--- src/arls_pkg.sv ---
package arls_pkg;

  // Operation codes of a request.
  localparam logic OP_APPEND = 1'b0;
  localparam logic OP_TRIM   = 1'b1;

  // Status codes of a result.
  localparam logic STATUS_OK   = 1'b0;
  localparam logic STATUS_FULL = 1'b1;

  typedef struct packed {
    logic        operation;
    logic [63:0] range_start_in;
    logic [63:0] range_end_in;
    logic [63:0] trim_address;
    logic [63:0] instruction_size;
    logic [3:0]  search_hint;
  } req_t;

  typedef struct packed {
    logic        status;
    logic        has_range;
    logic [63:0] range_start_out;
    logic [63:0] range_end_out;
    logic [4:0]  ranges_kept;
    logic        last;
  } rsp_t;

endpackage

--- src/arls_chan_if.sv ---
interface arls_chan_if #(
  parameter type payload_t = logic
);
  logic     valid;
  logic     ready;
  payload_t payload;

  modport source (output valid, output payload, input ready);
  modport sink (input valid, input payload, output ready);
endinterface

--- src/address_range_list_split.sv ---
// Sequence: an append request has its result loaded into the output register at its accepting edge.
// A trim checks a usable hint, scans ranges with a read and a compare state each, loads a split
// tail if one is found, then reads and loads each range removed, or loads one empty result when
// nothing matches. One request at a time: a trim holds the input until its last result is loaded,
// and the one read port of each list memory sets its pace.
// Reset: the sequencer goes to idle, the output empties and the count clears; memories are not.
module address_range_list_split #(
  parameter int DEPTH = 16
) (
  input  logic        clk_i,
  input  logic        rst_ni,
  arls_chan_if.sink   req_i,
  arls_chan_if.source rsp_o
);

  // Width of the count (it must hold DEPTH itself) and of a memory address.
  localparam int CW = $clog2(DEPTH + 1);
  localparam int AW = $clog2(DEPTH);
  // Width used to compare the four-bit hint against the count.
  localparam int HW = (CW > 4) ? CW : 4;

  // Sequencer state codes.
  localparam logic [3:0] ST_IDLE     = 4'd0;
  localparam logic [3:0] ST_HINT_CHK = 4'd1;
  localparam logic [3:0] ST_SCAN_RD  = 4'd2;
  localparam logic [3:0] ST_SCAN_CMP = 4'd3;
  localparam logic [3:0] ST_TAIL_OUT = 4'd4;
  localparam logic [3:0] ST_EMIT_RD  = 4'd5;
  localparam logic [3:0] ST_EMIT_OUT = 4'd6;
  localparam logic [3:0] ST_DONE_OUT = 4'd7;

  // The range list lives in two memories, one for the starts and one for the ends.
  // Each has one write port and one registered read port; the read runs every cycle.
  logic [63:0] starts_mem [DEPTH];
  logic [63:0] ends_mem [DEPTH];

  logic [3:0]    state_q, state_d;
  logic [CW-1:0] count_q, count_d;   // ranges held (after a trim: the count left)
  logic [CW-1:0] old_q, old_d;       // count before the current trim
  logic [CW-1:0] idx_q, idx_d;       // scan or emit position
  logic [63:0]   trim_q, trim_d;
  logic [63:0]   isz_q, isz_d;
  logic [3:0]    hint_q, hint_d;
  logic [63:0]   tail_e_q, tail_e_d;

  logic [AW-1:0] rd_addr;
  logic [63:0]   rd_s_q, rd_e_q;
  logic          wr_s_en, wr_e_en;
  logic [AW-1:0] wr_addr;
  logic [63:0]   wr_s_data, wr_e_data;

  arls_pkg::rsp_t out_q, out_d;
  logic           out_valid_q, out_valid_d;
  logic           out_free;
  logic           out_load;

  logic           accept;
  logic           hint_usable;
  logic           tail_hit;
  logic           start_hit;

  // The output register can take a new result when it is empty or being drained.
  assign out_free = !out_valid_q || rsp_o.ready;

  // A new request is taken only in idle and when its result could be stored at once.
  assign req_i.ready = (state_q == ST_IDLE) && out_free;
  assign accept      = req_i.valid && req_i.ready;

  assign rsp_o.valid   = out_valid_q;
  assign rsp_o.payload = out_q;

  // The hint is usable when it is nonzero and points at a held range.
  assign hint_usable = (req_i.payload.search_hint != 4'd0) &&
                       (HW'(req_i.payload.search_hint) < HW'(count_q));

  // Match tests on the range read back from memory.
  assign start_hit = (trim_q == rd_s_q);
  assign tail_hit  = (trim_q > rd_s_q) && (trim_q <= rd_e_q);

  always_comb begin
    state_d     = state_q;
    count_d     = count_q;
    old_d       = old_q;
    idx_d       = idx_q;
    trim_d      = trim_q;
    isz_d       = isz_q;
    hint_d      = hint_q;
    tail_e_d    = tail_e_q;
    out_d       = out_q;
    out_load    = 1'b0;
    wr_s_en     = 1'b0;
    wr_e_en     = 1'b0;
    wr_addr     = count_q[AW-1:0];
    wr_s_data   = req_i.payload.range_start_in;
    wr_e_data   = req_i.payload.range_end_in;
    rd_addr     = idx_q[AW-1:0];

    unique case (state_q)
      ST_IDLE: begin
        // The hint entry is read now so it can be checked in the next cycle.
        rd_addr = AW'(req_i.payload.search_hint);
        if (accept) begin
          if (req_i.payload.operation == arls_pkg::OP_APPEND) begin
            out_load              = 1'b1;
            out_d.has_range       = 1'b0;
            out_d.range_start_out = 64'd0;
            out_d.range_end_out   = 64'd0;
            out_d.last            = 1'b1;
            if (count_q < CW'(DEPTH)) begin
              wr_s_en           = 1'b1;
              wr_e_en           = 1'b1;
              count_d           = count_q + CW'(1);
              out_d.status      = arls_pkg::STATUS_OK;
              out_d.ranges_kept = 5'(count_q + CW'(1));
            end else begin
              out_d.status      = arls_pkg::STATUS_FULL;
              out_d.ranges_kept = 5'(count_q);
            end
          end else begin
            trim_d = req_i.payload.trim_address;
            isz_d  = req_i.payload.instruction_size;
            hint_d = req_i.payload.search_hint;
            old_d  = count_q;
            idx_d  = '0;
            if (hint_usable) begin
              state_d = ST_HINT_CHK;
            end else begin
              state_d = ST_SCAN_RD;
            end
          end
        end
      end

      ST_HINT_CHK: begin
        // The hinted range must hold the trim address, its start included.
        if ((trim_q >= rd_s_q) && (trim_q <= rd_e_q)) begin
          idx_d = CW'(hint_q);
        end
        state_d = ST_SCAN_RD;
      end

      ST_SCAN_RD: begin
        if (idx_q >= count_q) begin
          // No range matched: the list stays as it is.
          state_d = ST_DONE_OUT;
        end else begin
          state_d = ST_SCAN_CMP;
        end
      end

      ST_SCAN_CMP: begin
        if (start_hit) begin
          // This range and every later one leave the list whole.
          count_d = idx_q;
          state_d = ST_EMIT_RD;
        end else if (tail_hit) begin
          // Split the range: the tail is emitted, the head ends before the instruction.
          wr_e_en   = 1'b1;
          wr_addr   = idx_q[AW-1:0];
          wr_e_data = trim_q - isz_q;
          tail_e_d  = rd_e_q;
          count_d   = idx_q + CW'(1);
          idx_d     = idx_q + CW'(1);
          state_d   = ST_TAIL_OUT;
        end else begin
          idx_d   = idx_q + CW'(1);
          state_d = ST_SCAN_RD;
        end
      end

      ST_TAIL_OUT: begin
        if (out_free) begin
          out_load              = 1'b1;
          out_d.status          = arls_pkg::STATUS_OK;
          out_d.has_range       = 1'b1;
          out_d.range_start_out = trim_q;
          out_d.range_end_out   = tail_e_q;
          out_d.ranges_kept     = 5'(count_q);
          out_d.last            = (count_q == old_q);
          if (count_q == old_q) begin
            state_d = ST_IDLE;
          end else begin
            state_d = ST_EMIT_RD;
          end
        end
      end

      ST_EMIT_RD: begin
        state_d = ST_EMIT_OUT;
      end

      ST_EMIT_OUT: begin
        // The read address stays on idx, so the data holds while the output stalls.
        if (out_free) begin
          out_load              = 1'b1;
          out_d.status          = arls_pkg::STATUS_OK;
          out_d.has_range       = 1'b1;
          out_d.range_start_out = rd_s_q;
          out_d.range_end_out   = rd_e_q;
          out_d.ranges_kept     = 5'(count_q);
          out_d.last            = ((idx_q + CW'(1)) == old_q);
          idx_d                 = idx_q + CW'(1);
          if ((idx_q + CW'(1)) == old_q) begin
            state_d = ST_IDLE;
          end else begin
            state_d = ST_EMIT_RD;
          end
        end
      end

      ST_DONE_OUT: begin
        if (out_free) begin
          out_load              = 1'b1;
          out_d.status          = arls_pkg::STATUS_OK;
          out_d.has_range       = 1'b0;
          out_d.range_start_out = 64'd0;
          out_d.range_end_out   = 64'd0;
          out_d.ranges_kept     = 5'(count_q);
          out_d.last            = 1'b1;
          state_d               = ST_IDLE;
        end
      end

      default: begin
        state_d = ST_IDLE;
      end
    endcase
  end

  always_comb begin
    if (out_load) begin
      out_valid_d = 1'b1;
    end else if (rsp_o.ready) begin
      out_valid_d = 1'b0;
    end else begin
      out_valid_d = out_valid_q;
    end
  end

  always_ff @(posedge clk_i or negedge rst_ni) begin
    if (!rst_ni) begin
      state_q     <= ST_IDLE;
      count_q     <= '0;
      out_valid_q <= 1'b0;
    end else begin
      state_q     <= state_d;
      count_q     <= count_d;
      out_valid_q <= out_valid_d;
    end
  end

  always_ff @(posedge clk_i) begin
    old_q    <= old_d;
    idx_q    <= idx_d;
    trim_q   <= trim_d;
    isz_q    <= isz_d;
    hint_q   <= hint_d;
    tail_e_q <= tail_e_d;
    out_q    <= out_d;
  end

  // Range memories: one write port, one registered read port each.
  always_ff @(posedge clk_i) begin
    if (wr_s_en) begin
      starts_mem[wr_addr] <= wr_s_data;
    end
    rd_s_q <= starts_mem[rd_addr];
  end

  always_ff @(posedge clk_i) begin
    if (wr_e_en) begin
      ends_mem[wr_addr] <= wr_e_data;
    end
    rd_e_q <= ends_mem[rd_addr];
  end

endmodule

--- src/flat_wrapper.sv ---
// flat-port wrapper written by rule: the top's interface ports become plain ports
module address_range_list_split_flat import arls_pkg::*;
#(
  parameter int DEPTH = 16
)
  (clk_i, rst_ni, req_i_valid, req_i_payload, req_i_ready, rsp_o_valid, rsp_o_payload, rsp_o_ready);
  arls_chan_if #(.payload_t(req_t)) req_i_i ();
  arls_chan_if #(.payload_t(rsp_t)) rsp_o_i ();
  input  logic clk_i;
  input  logic rst_ni;
  input wire logic [$bits(req_i_i.valid)-1:0] req_i_valid;
  input wire logic [$bits(req_i_i.payload)-1:0] req_i_payload;
  output wire logic [$bits(req_i_i.ready)-1:0] req_i_ready;
  output wire logic [$bits(rsp_o_i.valid)-1:0] rsp_o_valid;
  output wire logic [$bits(rsp_o_i.payload)-1:0] rsp_o_payload;
  input wire logic [$bits(rsp_o_i.ready)-1:0] rsp_o_ready;
  assign req_i_i.valid = req_i_valid;
  assign req_i_i.payload = req_i_payload;
  assign req_i_ready = req_i_i.ready;
  assign rsp_o_valid = rsp_o_i.valid;
  assign rsp_o_payload = rsp_o_i.payload;
  assign rsp_o_i.ready = rsp_o_ready;
  address_range_list_split #(.DEPTH(DEPTH)) u_core (.clk_i(clk_i), .rst_ni(rst_ni), .req_i(req_i_i), .rsp_o(rsp_o_i));
endmodule
--- config.mk ---
export PLATFORM = sky130hd
export DESIGN_NAME = address_range_list_split_flat
export DESIGN_NICKNAME = d
export VERILOG_FILES = /design/src/arls_pkg.sv /design/src/arls_chan_if.sv /design/src/address_range_list_split.sv /design/src/flat_wrapper.sv
export SDC_FILE = /design/constraint.sdc
export NUM_CORES = 2
export LEC_CHECK = 0
export ABC_CLOCK_PERIOD_IN_PS = 11200
export BUFFER_PORTS_ARGS = -buffer_cell sky130_fd_sc_hd__buf_2
export CORE_MARGIN = 1
export CORE_UTILIZATION = 56
export DETAILED_ROUTE_END_ITERATION = 7
export MAX_ROUTING_LAYER = met4
export PLACE_DENSITY = 0.83
export REMOVE_ABC_BUFFERS = 1
export SYNTH_ARGS = -nofsm -noshare
export SYNTH_HDL_FRONTEND = slang
export SYNTH_SLANG_ARGS = --single-unit
--- constraint.sdc ---
create_clock -name clk_i -period 11.2 [get_ports clk_i]
set_input_delay 2.24 -clock clk_i [delete_from_list [all_inputs] [get_ports clk_i]]
set_output_delay 2.24 -clock clk_i [all_outputs]
set_load 0.05 [all_outputs]
==> out/metrics.yaml <==
outcome: "completed"
wl_per_cell_um: 27.22
critPathRequiredTime_ps: 11680
rsz0062_at_grt: "false"
crit_fanout: 50
ctsHoldBuffers: 0
power_density_nw_per_um2: 277.3
multi_input_area_um2: 27310
via_per_inst: 6.366
yosys_register_bits: 2527
syn-instance-count: 8165
cts_resized: 0
ys_seq_area_frac: 0.7151
cts.path.max_buffers: 3
rows: 158
hp-class: "reg2reg"
max_slew_margin: 0.09802
post-cts-setup-buffers: 0
num_vias: 70953
firstDrtPassIters: 6
cap_violations: 0
clk_latency_ps: 910
crit_type: "reg2reg"
gp_congestion: 1.074
portBuffers: 402
final_hold_viol_count: 0
die_area_um2: 187900
seq_area_um2: 74560
cts_root_buf: "clkbuf_16"
tightest_slew_ps: 1344
final_util: 0.6312
yosysWarnings: 0
cts_tree: "done"
skew_ps: 71.33
fmax_ghz: 0.1410
layout-drive-gt1-share: 0.1089
synth_edf_count: 2390
start_util: 0.5629
crit_path_end_kind: "flop"
htree_levels: 4
ys_types: 84
ant_nets: 0
initialDrtViolationCount: 9941
cts-buffers-inserted: 237
area_growth_pct: 12.15
period_minus_slack_ps: 7092
layout.cells.non_filler: 11146
async_reset_ff_frac: 0.003562
synthTopCellsByCount: "2390 x edfxtp_1, 2202 x nand2_1, 538 x nand3_1, 441 x clkbuf_1, 385 x a311oi_1"
slew_viol_final: 0
cp.arrival_ps: 7570
coreArea_um2: 185200
peakVddDrop_uv: 321.3
cts.sink_count: 2527
hpwl_um: 181000
die_w_um: 433.5
setup_viol: 0
fillCellCount: 12817
power_w: 0.03243
yosysTopAreaCell: "edfxtp_1"
clkTransAtPathRegs_ps: 60
wl_um: 303400
grt_pass1_wl_um: 438300
power.leakage_nw: 42.45
grt_remaining_overflow: 0
grt_max_degree: 220
synthTopCellsByArea: "edfxtp_1 69%, nand2_1 7.9%, a311oi_1 3.2%"
grtUsageTotal: 0.3262
ys.flop_type: "edfxtp_1"
synth_top_area_frac: 0.6883
io_pins: 403
place_inst: 10670
setup.worst_path.start_class: "flop"
antenna_found_initial: 49
grt_pass1_vias: 68658
finalCritPeriodShare: 0.6332
avgSynthCellArea_um2: 12.77
nets: 8896
syn_area_um2: 104300
drcViolationCount: 0
synth_most_common_cell: "edfxtp_1"
fp.dieH_um: 433.5
-- worst paths after layout --
path	from	to	slack, ps	cells after the start
setup / recovery	u_core.trim_q[63]	u_core.ends_mem[6][22]	4110	12
hold / removal	u_core.rd_e_q[27]	u_core.tail_e_q[27]	470	0
setup reg to reg	u_core.trim_q[63]	u_core.ends_mem[6][22]	4110	12
hold reg to reg	u_core.rd_e_q[27]	u_core.tail_e_q[27]	470	0
max in group asynchronous	rst_ni	u_core.state_q[1]	9720	1
min in group asynchronous	rst_ni	u_core.count_q[1]	1210	1
-- report_power, final --
| part | leakage (nW) | internal, W | switching, W |
|---|---|---|---|
| Combinational | 15.9 | 0.00332 | 0.00917 |
| Clock | 3.80 | 0.00456 | 0.00355 |
| Sequential | 22.8 | 0.0113 | 0.000483 |
-- worst max-delay path, stage by stage, from the launching register on --
cell and delay, ps:
edfxtp_1 500, ha_1 350, nand4_1 190, nor4_2 920, nand4_1 510, nor4_4 400
buf_6 210, or2b_1 240, a31oi_2 110, nand2_8 400, nand4_1 900, a21oi_4 1030
buf_4 850
-- final cells by class --
type,instances,area share
antenna,35,0.0007490
clock buffer,295,0.05336
clock inverter,146,0.01359
inverter,224,0.007212
multi-input combinational,4907,0.2336
sequential,2527,0.6377
tap,2480,0.02654
timing repair buffer,532,0.02733
-- per-layer routing --
layer  global-route usage  up-vias  wire length, um
met5                    -        -                0
met4               0.1968        0            20430
met3              0.05232      905            28430
met2               0.5178     4717           148500
met1               0.3952    34682           106000
li1                     -    30649                -
-- placed cells by master (no fill, tap or decap), types with 128 or more instances in the layout --
cell type / n
edfxtp_1: 2390
clkbuf_16: 238
dfxtp_1: 128
buf_2: 402
a31oi_1: 138
and3_1: 261
inv_1: 222
mux2i_1: 129
nand2_1: 2202
ha_1: 201
a311oi_1: 385
nor2_1: 195
nand3_1: 538
a21oi_1: 251
-- registers in the layout, summed over array words and instances (netlist names), 3 cells and up --
name and cells:
u_core.trim_q 64, u_core.ends_mem 1024, u_core.idx_q 5, u_core.old_q 5, u_core.rd_s_q 64, u_core.tail_e_q 64, u_core.state_q 3, u_core.isz_q 64
u_core.hint_q 4, u_core.count_q 5, u_core.rsp_o.payload 136, u_core.rd_e_q 64, u_core.starts_mem 1024
-- per-stage QoR --
step	hold WS [ps]	instance area (um2)	setup WS, ps	setup TNS, ps
global placement	438.4	109000	3443	0
floorplan	429.9	102300	-26920	-4292110
detailed placement	451.2	109000	4241	0
finish	466.3	116900	4108	0
global route	479.5	116900	4151	0
CTS	466.5	116800	4204	0
-- cell families (layout without fill, tap and decap cells) --
| logic type | Yosys count | in the layout | share of synthesized area |
|---|---|---|---|
| buffers and inverters | 731 | 1197 | 0.02698 |
| and+or+nand+nor | 3369 | 3369 | 0.1380 |
| xor gates and xnor gates | 64 | 64 | 0.005376 |
| DFF | 2527 | 2527 | 0.7151 |
| adders and majority gates | 202 | 202 | 0.02431 |
| AOI/OAI and AO/OA | 1136 | 1136 | 0.07715 |
| muxes | 136 | 136 | 0.01309 |
| other | 0 | 35 | 0 |
Note: power is estimated with default switching activity, not from simulation.
